### src/rtl/locq_pkg.sv
// Package for the latency-ordered completion queue: opcodes, result kinds,
// controller states and the command/status structs. No dependencies.
`timescale 1ns / 1ps
`default_nettype none
package locq_pkg;

  localparam int READY_DEPTH_DEF  = 16;
  localparam int FLIGHT_DEPTH_DEF = 16;
  localparam int CYCLE_W          = 48;
  localparam int RESULT_LIMIT     = 16;

  typedef enum logic [1:0] {
    OP_PUSH    = 2'd0,
    OP_TICK    = 2'd1,
    OP_DISCARD = 2'd2,
    OP_NONE    = 2'd3
  } opcode_t;

  typedef enum logic [1:0] {
    KIND_DONE      = 2'd0,
    KIND_DISCARDED = 2'd1,
    KIND_NOT_FOUND = 2'd2,
    KIND_FULL      = 2'd3
  } kind_t;

  typedef enum logic [1:0] {
    REG_WIDTH = 2'd0,
    REG_LIMIT = 2'd1,
    REG_ZERO  = 2'd2
  } reg_idx_t;

  typedef enum logic [2:0] {
    ST_IDLE,
    ST_START,
    ST_INSERT,
    ST_DRAIN,
    ST_SEARCH_F,
    ST_SEARCH_R,
    ST_FINISH
  } state_t;

  // Commands from controller to datapath.
  typedef struct packed {
    logic latch;       // capture the input transaction
    logic push;        // append to ready FIFO
    logic ins_step;    // one step of sorted insertion (shift one entry up)
    logic ins_place;   // write the new entry at the insertion point
    logic ins_load;    // pop ready head into insertion holding register
    logic emit_head;   // emit and remove flight head
    logic f_step;      // advance flight search / removal shift
    logic r_step;      // advance ready search / removal shift
    logic scan_clr;    // reset scan index
    logic tick_done;   // advance cycle counter
    logic out_valid;   // drive a result
    logic [1:0] out_kind;
    logic out_last;
  } cmd_t;

  // Status from datapath to controller.
  typedef struct packed {
    logic ready_full;
    logic ready_empty;
    logic flight_room;
    logic width_left;
    logic ins_done;     // insertion point reached
    logic head_due;     // flight head exists and is due
    logic emit_left;    // fewer than RESULT_LIMIT emitted
    logic f_match;      // flight entry at scan index matches
    logic f_end;        // flight scan finished without match
    logic r_match;
    logic r_end;
    logic shift_done;   // removal shift reached end
    logic removing;     // removal shift in progress
  } stat_t;

endpackage
`default_nettype wire

### src/rtl/locq_ctrl.sv
// Controller state machine of the completion queue: sequences push, tick and
// discard over the datapath. Depends on locq_pkg.
`timescale 1ns / 1ps
`default_nettype none
module locq_ctrl (
  input  wire logic            clk,
  input  wire logic            rst_n,
  input  wire logic            start,
  input  wire logic [1:0]      in_opcode,
  input  wire locq_pkg::stat_t stat,
  output locq_pkg::cmd_t       cmd,
  output logic                 busy
);
  import locq_pkg::*;

  state_t state_r, state_nxt;
  opcode_t op_r, op_nxt;
  logic hold_r, hold_nxt;   // set while an emitted result waits for its last flag, or once a discard has matched

  always_ff @(posedge clk) begin
    if (!rst_n) begin
      state_r <= ST_IDLE;
      op_r    <= OP_NONE;
      hold_r  <= 1'b0;
    end else begin
      state_r <= state_nxt;
      op_r    <= op_nxt;
      hold_r  <= hold_nxt;
    end
  end

  always_comb begin
    state_nxt = state_r;
    op_nxt    = op_r;
    hold_nxt  = hold_r;
    cmd       = '0;
    busy      = (state_r != ST_IDLE);
    unique case (state_r)
      ST_IDLE: begin
        if (start) begin
          cmd.latch = 1'b1;
          op_nxt    = opcode_t'(in_opcode);
          hold_nxt  = 1'b0;
          unique case (opcode_t'(in_opcode))
            OP_PUSH:    state_nxt = ST_FINISH;
            OP_TICK:    state_nxt = ST_START;
            OP_DISCARD: state_nxt = ST_SEARCH_F;
            default:    state_nxt = ST_IDLE;
          endcase
        end
      end
      ST_START: begin
        if (stat.width_left && !stat.ready_empty && stat.flight_room) begin
          cmd.ins_load = 1'b1;
          state_nxt    = ST_INSERT;
        end else begin
          state_nxt = ST_DRAIN;
        end
      end
      ST_INSERT: begin
        if (stat.ins_done) begin
          cmd.ins_place = 1'b1;
          state_nxt     = ST_START;
        end else begin
          cmd.ins_step = 1'b1;
        end
      end
      ST_DRAIN: begin
        // A completed result is registered; its last flag is
        // known only when the next head is examined.
        if (hold_r) begin
          cmd.out_valid = 1'b1;
          cmd.out_kind  = KIND_DONE;
        end
        if (stat.head_due && stat.emit_left) begin
          cmd.emit_head = 1'b1;
          hold_nxt      = 1'b1;
        end else begin
          cmd.out_last  = hold_r;
          cmd.tick_done = 1'b1;
          hold_nxt      = 1'b0;
          state_nxt     = ST_IDLE;
        end
      end
      ST_SEARCH_F: begin
        if (stat.removing || stat.f_match) begin
          cmd.f_step = 1'b1;
        end else if (stat.f_end) begin
          cmd.scan_clr = 1'b1;
          state_nxt    = ST_SEARCH_R;
        end else begin
          cmd.f_step = 1'b1;
        end
        if (stat.removing && !stat.f_match && hold_r) begin
          hold_nxt = hold_r;
        end
        if (stat.removing || stat.f_match) hold_nxt = 1'b1;
        if (hold_r && !stat.removing && !stat.f_match) begin
          // removal finished
          cmd.out_valid = 1'b1;
          cmd.out_kind  = KIND_DISCARDED;
          cmd.out_last  = 1'b1;
          cmd.f_step    = 1'b0;
          cmd.scan_clr  = 1'b0;
          hold_nxt      = 1'b0;
          state_nxt     = ST_IDLE;
        end
      end
      ST_SEARCH_R: begin
        if (stat.removing || stat.r_match) begin
          cmd.r_step = 1'b1;
          hold_nxt   = 1'b1;
        end else if (hold_r) begin
          cmd.out_valid = 1'b1;
          cmd.out_kind  = KIND_DISCARDED;
          cmd.out_last  = 1'b1;
          hold_nxt      = 1'b0;
          state_nxt     = ST_IDLE;
        end else if (stat.r_end) begin
          cmd.out_valid = 1'b1;
          cmd.out_kind  = KIND_NOT_FOUND;
          cmd.out_last  = 1'b1;
          state_nxt     = ST_IDLE;
        end else begin
          cmd.r_step = 1'b1;
        end
      end
      ST_FINISH: begin
        if (stat.ready_full) begin
          cmd.out_valid = 1'b1;
          cmd.out_kind  = KIND_FULL;
          cmd.out_last  = 1'b1;
        end else begin
          cmd.push = 1'b1;
        end
        state_nxt = ST_IDLE;
      end
      default: state_nxt = ST_IDLE;
    endcase
  end

  assert property (@(posedge clk) disable iff (!rst_n)
    cmd.out_valid |-> busy)
    else $error("result outside an operation");
  assert property (@(posedge clk) disable iff (!rst_n)
    cmd.out_last |-> cmd.out_valid)
    else $error("last flag without result");
  // The unused opcode is taken and dropped without leaving idle.
  assert property (@(posedge clk) disable iff (!rst_n)
    (state_r == ST_IDLE && start && opcode_t'(in_opcode) != OP_NONE) |=> busy)
    else $error("accepted transaction did not raise busy");

endmodule
`default_nettype wire
### config.mk
export PLATFORM = sky130hd
export DESIGN_NAME = locq_ctrl
export DESIGN_NICKNAME = d
export VERILOG_FILES = /design/src/rtl/locq_pkg.sv /design/src/rtl/locq_ctrl.sv
export SDC_FILE = /design/constraint.sdc
export NUM_CORES = 1
export LEC_CHECK = 0
export ABC_AREA = 1
export BUFFER_PORTS_ARGS = -buffer_cell sky130_fd_sc_hd__buf_2
export CAP_MARGIN = 20
export CORE_AREA = 2 2 39 41
export CTS_CLUSTER_DIAMETER = 40
export DETAILED_ROUTE_END_ITERATION = 7
export DIE_AREA = 0 0 41 43
export PLACE_DENSITY = 0.73
export SETUP_SLACK_MARGIN = 0.05
export SLEW_MARGIN = 20
export SYNTH_ARGS = -nofsm -noshare
export SYNTH_HDL_FRONTEND = slang
export SYNTH_SLANG_ARGS = --single-unit
### constraint.sdc
create_clock -name clk -period 1.5 [get_ports clk]
set_clock_uncertainty 0.1 [all_clocks]
set_input_delay 0.15 -clock clk [delete_from_list [all_inputs] [get_ports clk]]
set_output_delay 0.15 -clock clk [all_outputs]
set_load 0.01 [all_outputs]
## Yosys cells after proc, flatten, opt, wreduce, memory -nomap -nowiden

Cells that the tools add are included.

- Output and inout port bits: 15
- Bits in registers: 4

- Equal/unequal tests: 16
- Muxes and demuxes: 50
- Reduce and logical (&&, ||, !) cells: 16

Operator list:

| kind | number |
|---|---|
| two-way mux 1 bit | 30 |
| two-way mux 3 bit | 10 |
| two-way mux 4 bit | 5 |
| one-hot mux 3 bit (6 select lines) | 1 |
| one-hot mux 4 bit (4 select lines) | 1 |
| != test 3 bit, second input constant | 4 |
| equality test 3 bit, second input constant | 3 |
| one-hot mux 3 bit (3 select lines) | 1 |
| != test 2 bit, second input constant | 4 |
| AND reduction 7 bit | 1 |
| equality test 3 x 2 -> 1 bit, second input constant | 2 |
| logical AND 1 bit | 5 |
| one-hot mux 1 bit (4 select lines) | 1 |
| nonzero test 4 bit | 1 |
| equality test 3 x 1 -> 1 bit, second input constant | 1 |
| zero test 1 bit | 3 |
| zero test 3 bit | 1 |
| AND reduction 3 bit | 1 |
| nonzero test 3 bit | 1 |
| equality test 2 x 1 -> 1 bit, second input constant | 1 |
| equality test 2 bit, second input constant | 1 |
| zero test 2 bit | 1 |
| logical OR 1 bit | 2 |
| two-way mux 2 bit | 1 |

## Depth between registers and ports, before layout

- Word-level depth: 5
- Gate-level depth with buffers: 9
- Mapped depth without buffers: 9

## Least setup slack after synthesis

OpenSTA, ideal clock, no wires.

- Path type: reg-to-reg
- Start: register state_r[2]
- End: register state_r[0]
- Period minus slack after synthesis: 1.314 ns
- Required time: 1.287 ns
- Setup slack: 0.186 ns
- Arrival time: 1.101 ns
- Path buffers: 1
- Cell stages (with the launch flop): 9
- Cell sequence: dfxtp_1 > buf_2 > nand3_1 > nor2_1 > nor2_2 > nand2_1 > nand2_1 > nand2_1 > nor2_1

- Word-level cells in the longest chain between the ends: 3
- Elaborated cells on any way between the ends: 15

RTL lines:

| what | RTL line | text |
|---|---|---|
| from (decl) | locq_ctrl.sv:16 | `state_t state_r, state_nxt;` |
| from (signal assigned) | locq_ctrl.sv:26 | `state_r <= state_nxt;` |
| equality test 3 bit, or another cell as far along | locq_ctrl.sv:38 | `unique case (state_r)` |
| != test 3 bit (no source line) / != test 2 bit (equally long branches) | -- |  |
| AND reduction 7 bit (no source line) | -- |  |

Parallel ways exist; a longest one is shown, timed or not.
A chain may end at the register's enable or synchronous reset.

==> results.md <==
* Top cells by area, synth: nand2_1, nor2_1, dfxtp_1, inv_1, nand3_1
* Critical path fanouts, max at 6
* Total power at 1140 uW
* Initial Util at 0.360
* RSZ-0062 raised after global routing: yes
* Worst-Skew Late Latency at 0.23 ns
* Worst min-delay path class: input pin to flop
* Number of synthesized flops with an enable pin at 0
* Die height at 43 um
* Post-route minimum period at 1.50 ns
* DRC at 0
* Post-route ant nets at 0
* Avg WL per Cell at 9.28 um
* Inserted Diodes at 0
* Remaining Overflow, GRT at 0
* Vias in the first global route at 616
* Status: complete, but fails checks
* Die area at 0.00176 mm^2
* Reg2reg end: state_r[0]
* Hold Path Depth at 3
* Synth top cells by count: nand2_1, nor2_1, inv_1, nand3_1, dfxtp_1
* Top FF cell, synth: dfxtp_1
* Via Count at 716
* Pre-Repair DR Iteration Count at 4
* Util after Layout at 0.567
* CTS Buf Count at 3
* Io pins at 33
* Mapped Area at 498 um^2
* Failing checks: setup timing
* Final hold violations at 0
* Die width at 41 um
* PwrDens at 1450 mW/mm^2
* CTS sink cnt at 4
* Syn_nets at 120
* Reg2reg start: state_r[1]
* Startpoint Class: flop
* Worst setup EP type: primary output
* Path depth of the worst reg2reg path at 8
* Post-Synthesis Cells at 102
* Worst Setup Path Type: flop to primary output
* Hold Crit Endpoint: hold_r
* Standard-cell rows at 14
* Max VDD drop at 1.03 mV
* Slew Viols, Final at 0
* Ys async rst share at 0
* Drt total wl at 1440 um
* Min Hold Slack at 0.0727 ns
* Finish-stage setup viols at 1
* Min-delay src: rst_n
* CTS tree: built
* Total of max-cap violations at 0
* Clock-pin slew on the worst setup and hold paths at 0.04 ns
* CP dominant cell by count: nand2_2
* Synth top area share at 0.211
* Initial antenna violation count at 0
* Peak Freq at 0.666 GHz
* Area Growth Syn to Fin at 57.5%
* Crit. Startpoint: state_r[0]
* Avg Inst Size Synth at 4.88 um^2
* Nets at 159
* Worst slew pin tran at 0.222 ns
* Non-filler cells, final at 155
* Area leader, netlist: nand2_1
* Arrival @ worst endpoint at 1.25 ns
* Static leakage at 0.000500 uW
* # fillers at 144
* Req. time, crit path at 1.25 ns
* Worst path max stage delay at 0.36 ns
* Cell with the most instances after synthesis: nand2_1
* Via density at 4.62
* Root Buffer: clkbuf_4
* DRT iter0 DRCs at 3
* All-layer global routing usage at 0.183
* Period utilization at 1.00
* Syn. warnings at 0
* Critical Path, Cell by Cell: nor2_4 -> nand2_4 -> inv_2 -> nand2_2 -> nand2_2 -> a21oi_2 -> o31ai_1 -> buf_2
* Cells after DPL at 149
* Largest net degree at the start of global routing at 10
* Maximum number of buffers from clock root to sink at 2
* Seq cells post-synth at 4
* Dpl hpwl at 1090 um
* Area of the multi-input gates at 389 um^2
* Final worst-path setup slack at -0.00198 ns
* Register area at 92.6 um^2
* Final Wtd Congestion at 0.859
* Register area share after synthesis at 0.161
* First-pass GRT wire length at 2240 um
* Reg2Reg Setup Slack at 0.17 ns
* Distinct cells, synth at 16
* H-tree depth at 1
* Share of layout cells above drive strength 1 at 0.432
* Slew margin rel. at 0.851
* IO Port Bufs at 31
* Worst path slowest cell: dfxtp_4
* Core Footprint at 0.00138 mm^2
==> worst max-delay path, delay by kind of cell, from the launching register on <==
family,cells,cell delay [ns]
and+or+nand+nor,4,0.33
DFF,1,0.36
buffers and inverters,2,0.22
AOI/OAI and AO/OA,2,0.10
==> sequential cells by signal (all words and copies together), names as in the netlist <==
register	flops
hold_r	1
state_r	3
==> logic make-up (layout without fill, tap and decap cells) <==
logic type,count (synthesis),count (layout),synth area share
simple gates,70,70,0.598
buf+inv,21,58,0.161
compound gates,7,7,0.0804
flops,4,4,0.161
==> layout make-up <==
cell class | instances | area share
Multi-Input combinational cell | 77 | 0.496
Timing Repair Buffer | 35 | 0.236
Sequential cell | 4 | 0.118
Inverter | 20 | 0.0957
Clock buffer | 3 | 0.0287
Tap cell | 16 | 0.0255
==> report_power, final <==
group          internal, uW  leakage, uW  switching (uW)  total, uW
sequential              171    0.0000353            88.9        260
combinational           307     0.000451             439        747
clock                  89.1    0.0000138            38.9        128
==> stage by stage <==
| step | setup slack (ns) | area (um^2) | TNS, ns |
|---|---|---|---|
| floorplan | 0.186 | 498 | 0 |
| global placement | 0.0962 | 676 | 0 |
| detailed placement | 0.0641 | 676 | 0 |
| CTS | 0.00277 | 749 | 0 |
| global route | -0.0847 | 785 | -0.267 |
| finish | -0.00198 | 785 | -0.00198 |
==> how the worst max path moves through the flow <==
stage | depth (start not counted) | slack [ns] | to
final | 8 | -0.002 | cmd[0]
after global routing | 8 | -0.08 | cmd[0]
after CTS | 5 | 0.003 | cmd[0]
after detailed placement | 8 | 0.06 | cmd[3]
after global placement | 8 | 0.1 | cmd[3]
after floorplan | 8 | 0.19 | state_r[0]
==> repair_timing <==
| action | in CTS | in global routing |
|---|---|---|
| hold endpoints to repair | 0 | 0 |
| setup buffers | 2 | 1 |
| pin swaps | 1 | 3 |
| endpoints found under the setup margin | 10 | 9 |
| hold buffers | 0 | 0 |
| resized for setup | 19 | 7 |
==> metal layers <==
layer,wire length [um],track usage
met5,0,0
met3,31,0.0157
met2,799,0.309
met4,0,0.0800
met1,607,0.219
==> cell usage in the layout (no fill, tap or decap), drive strengths merged <==
cell	n
a21boi	1
a21oi	3
buf	35
clkbuf	3
dfxtp	4
inv	20
nand2	28
nand3	10
nand3b	1
nand4	3
nor2	26
nor3	1
nor4	1
o21ai	2
o31ai	1
No activity file was read; power rests on OpenSTA's default activity.
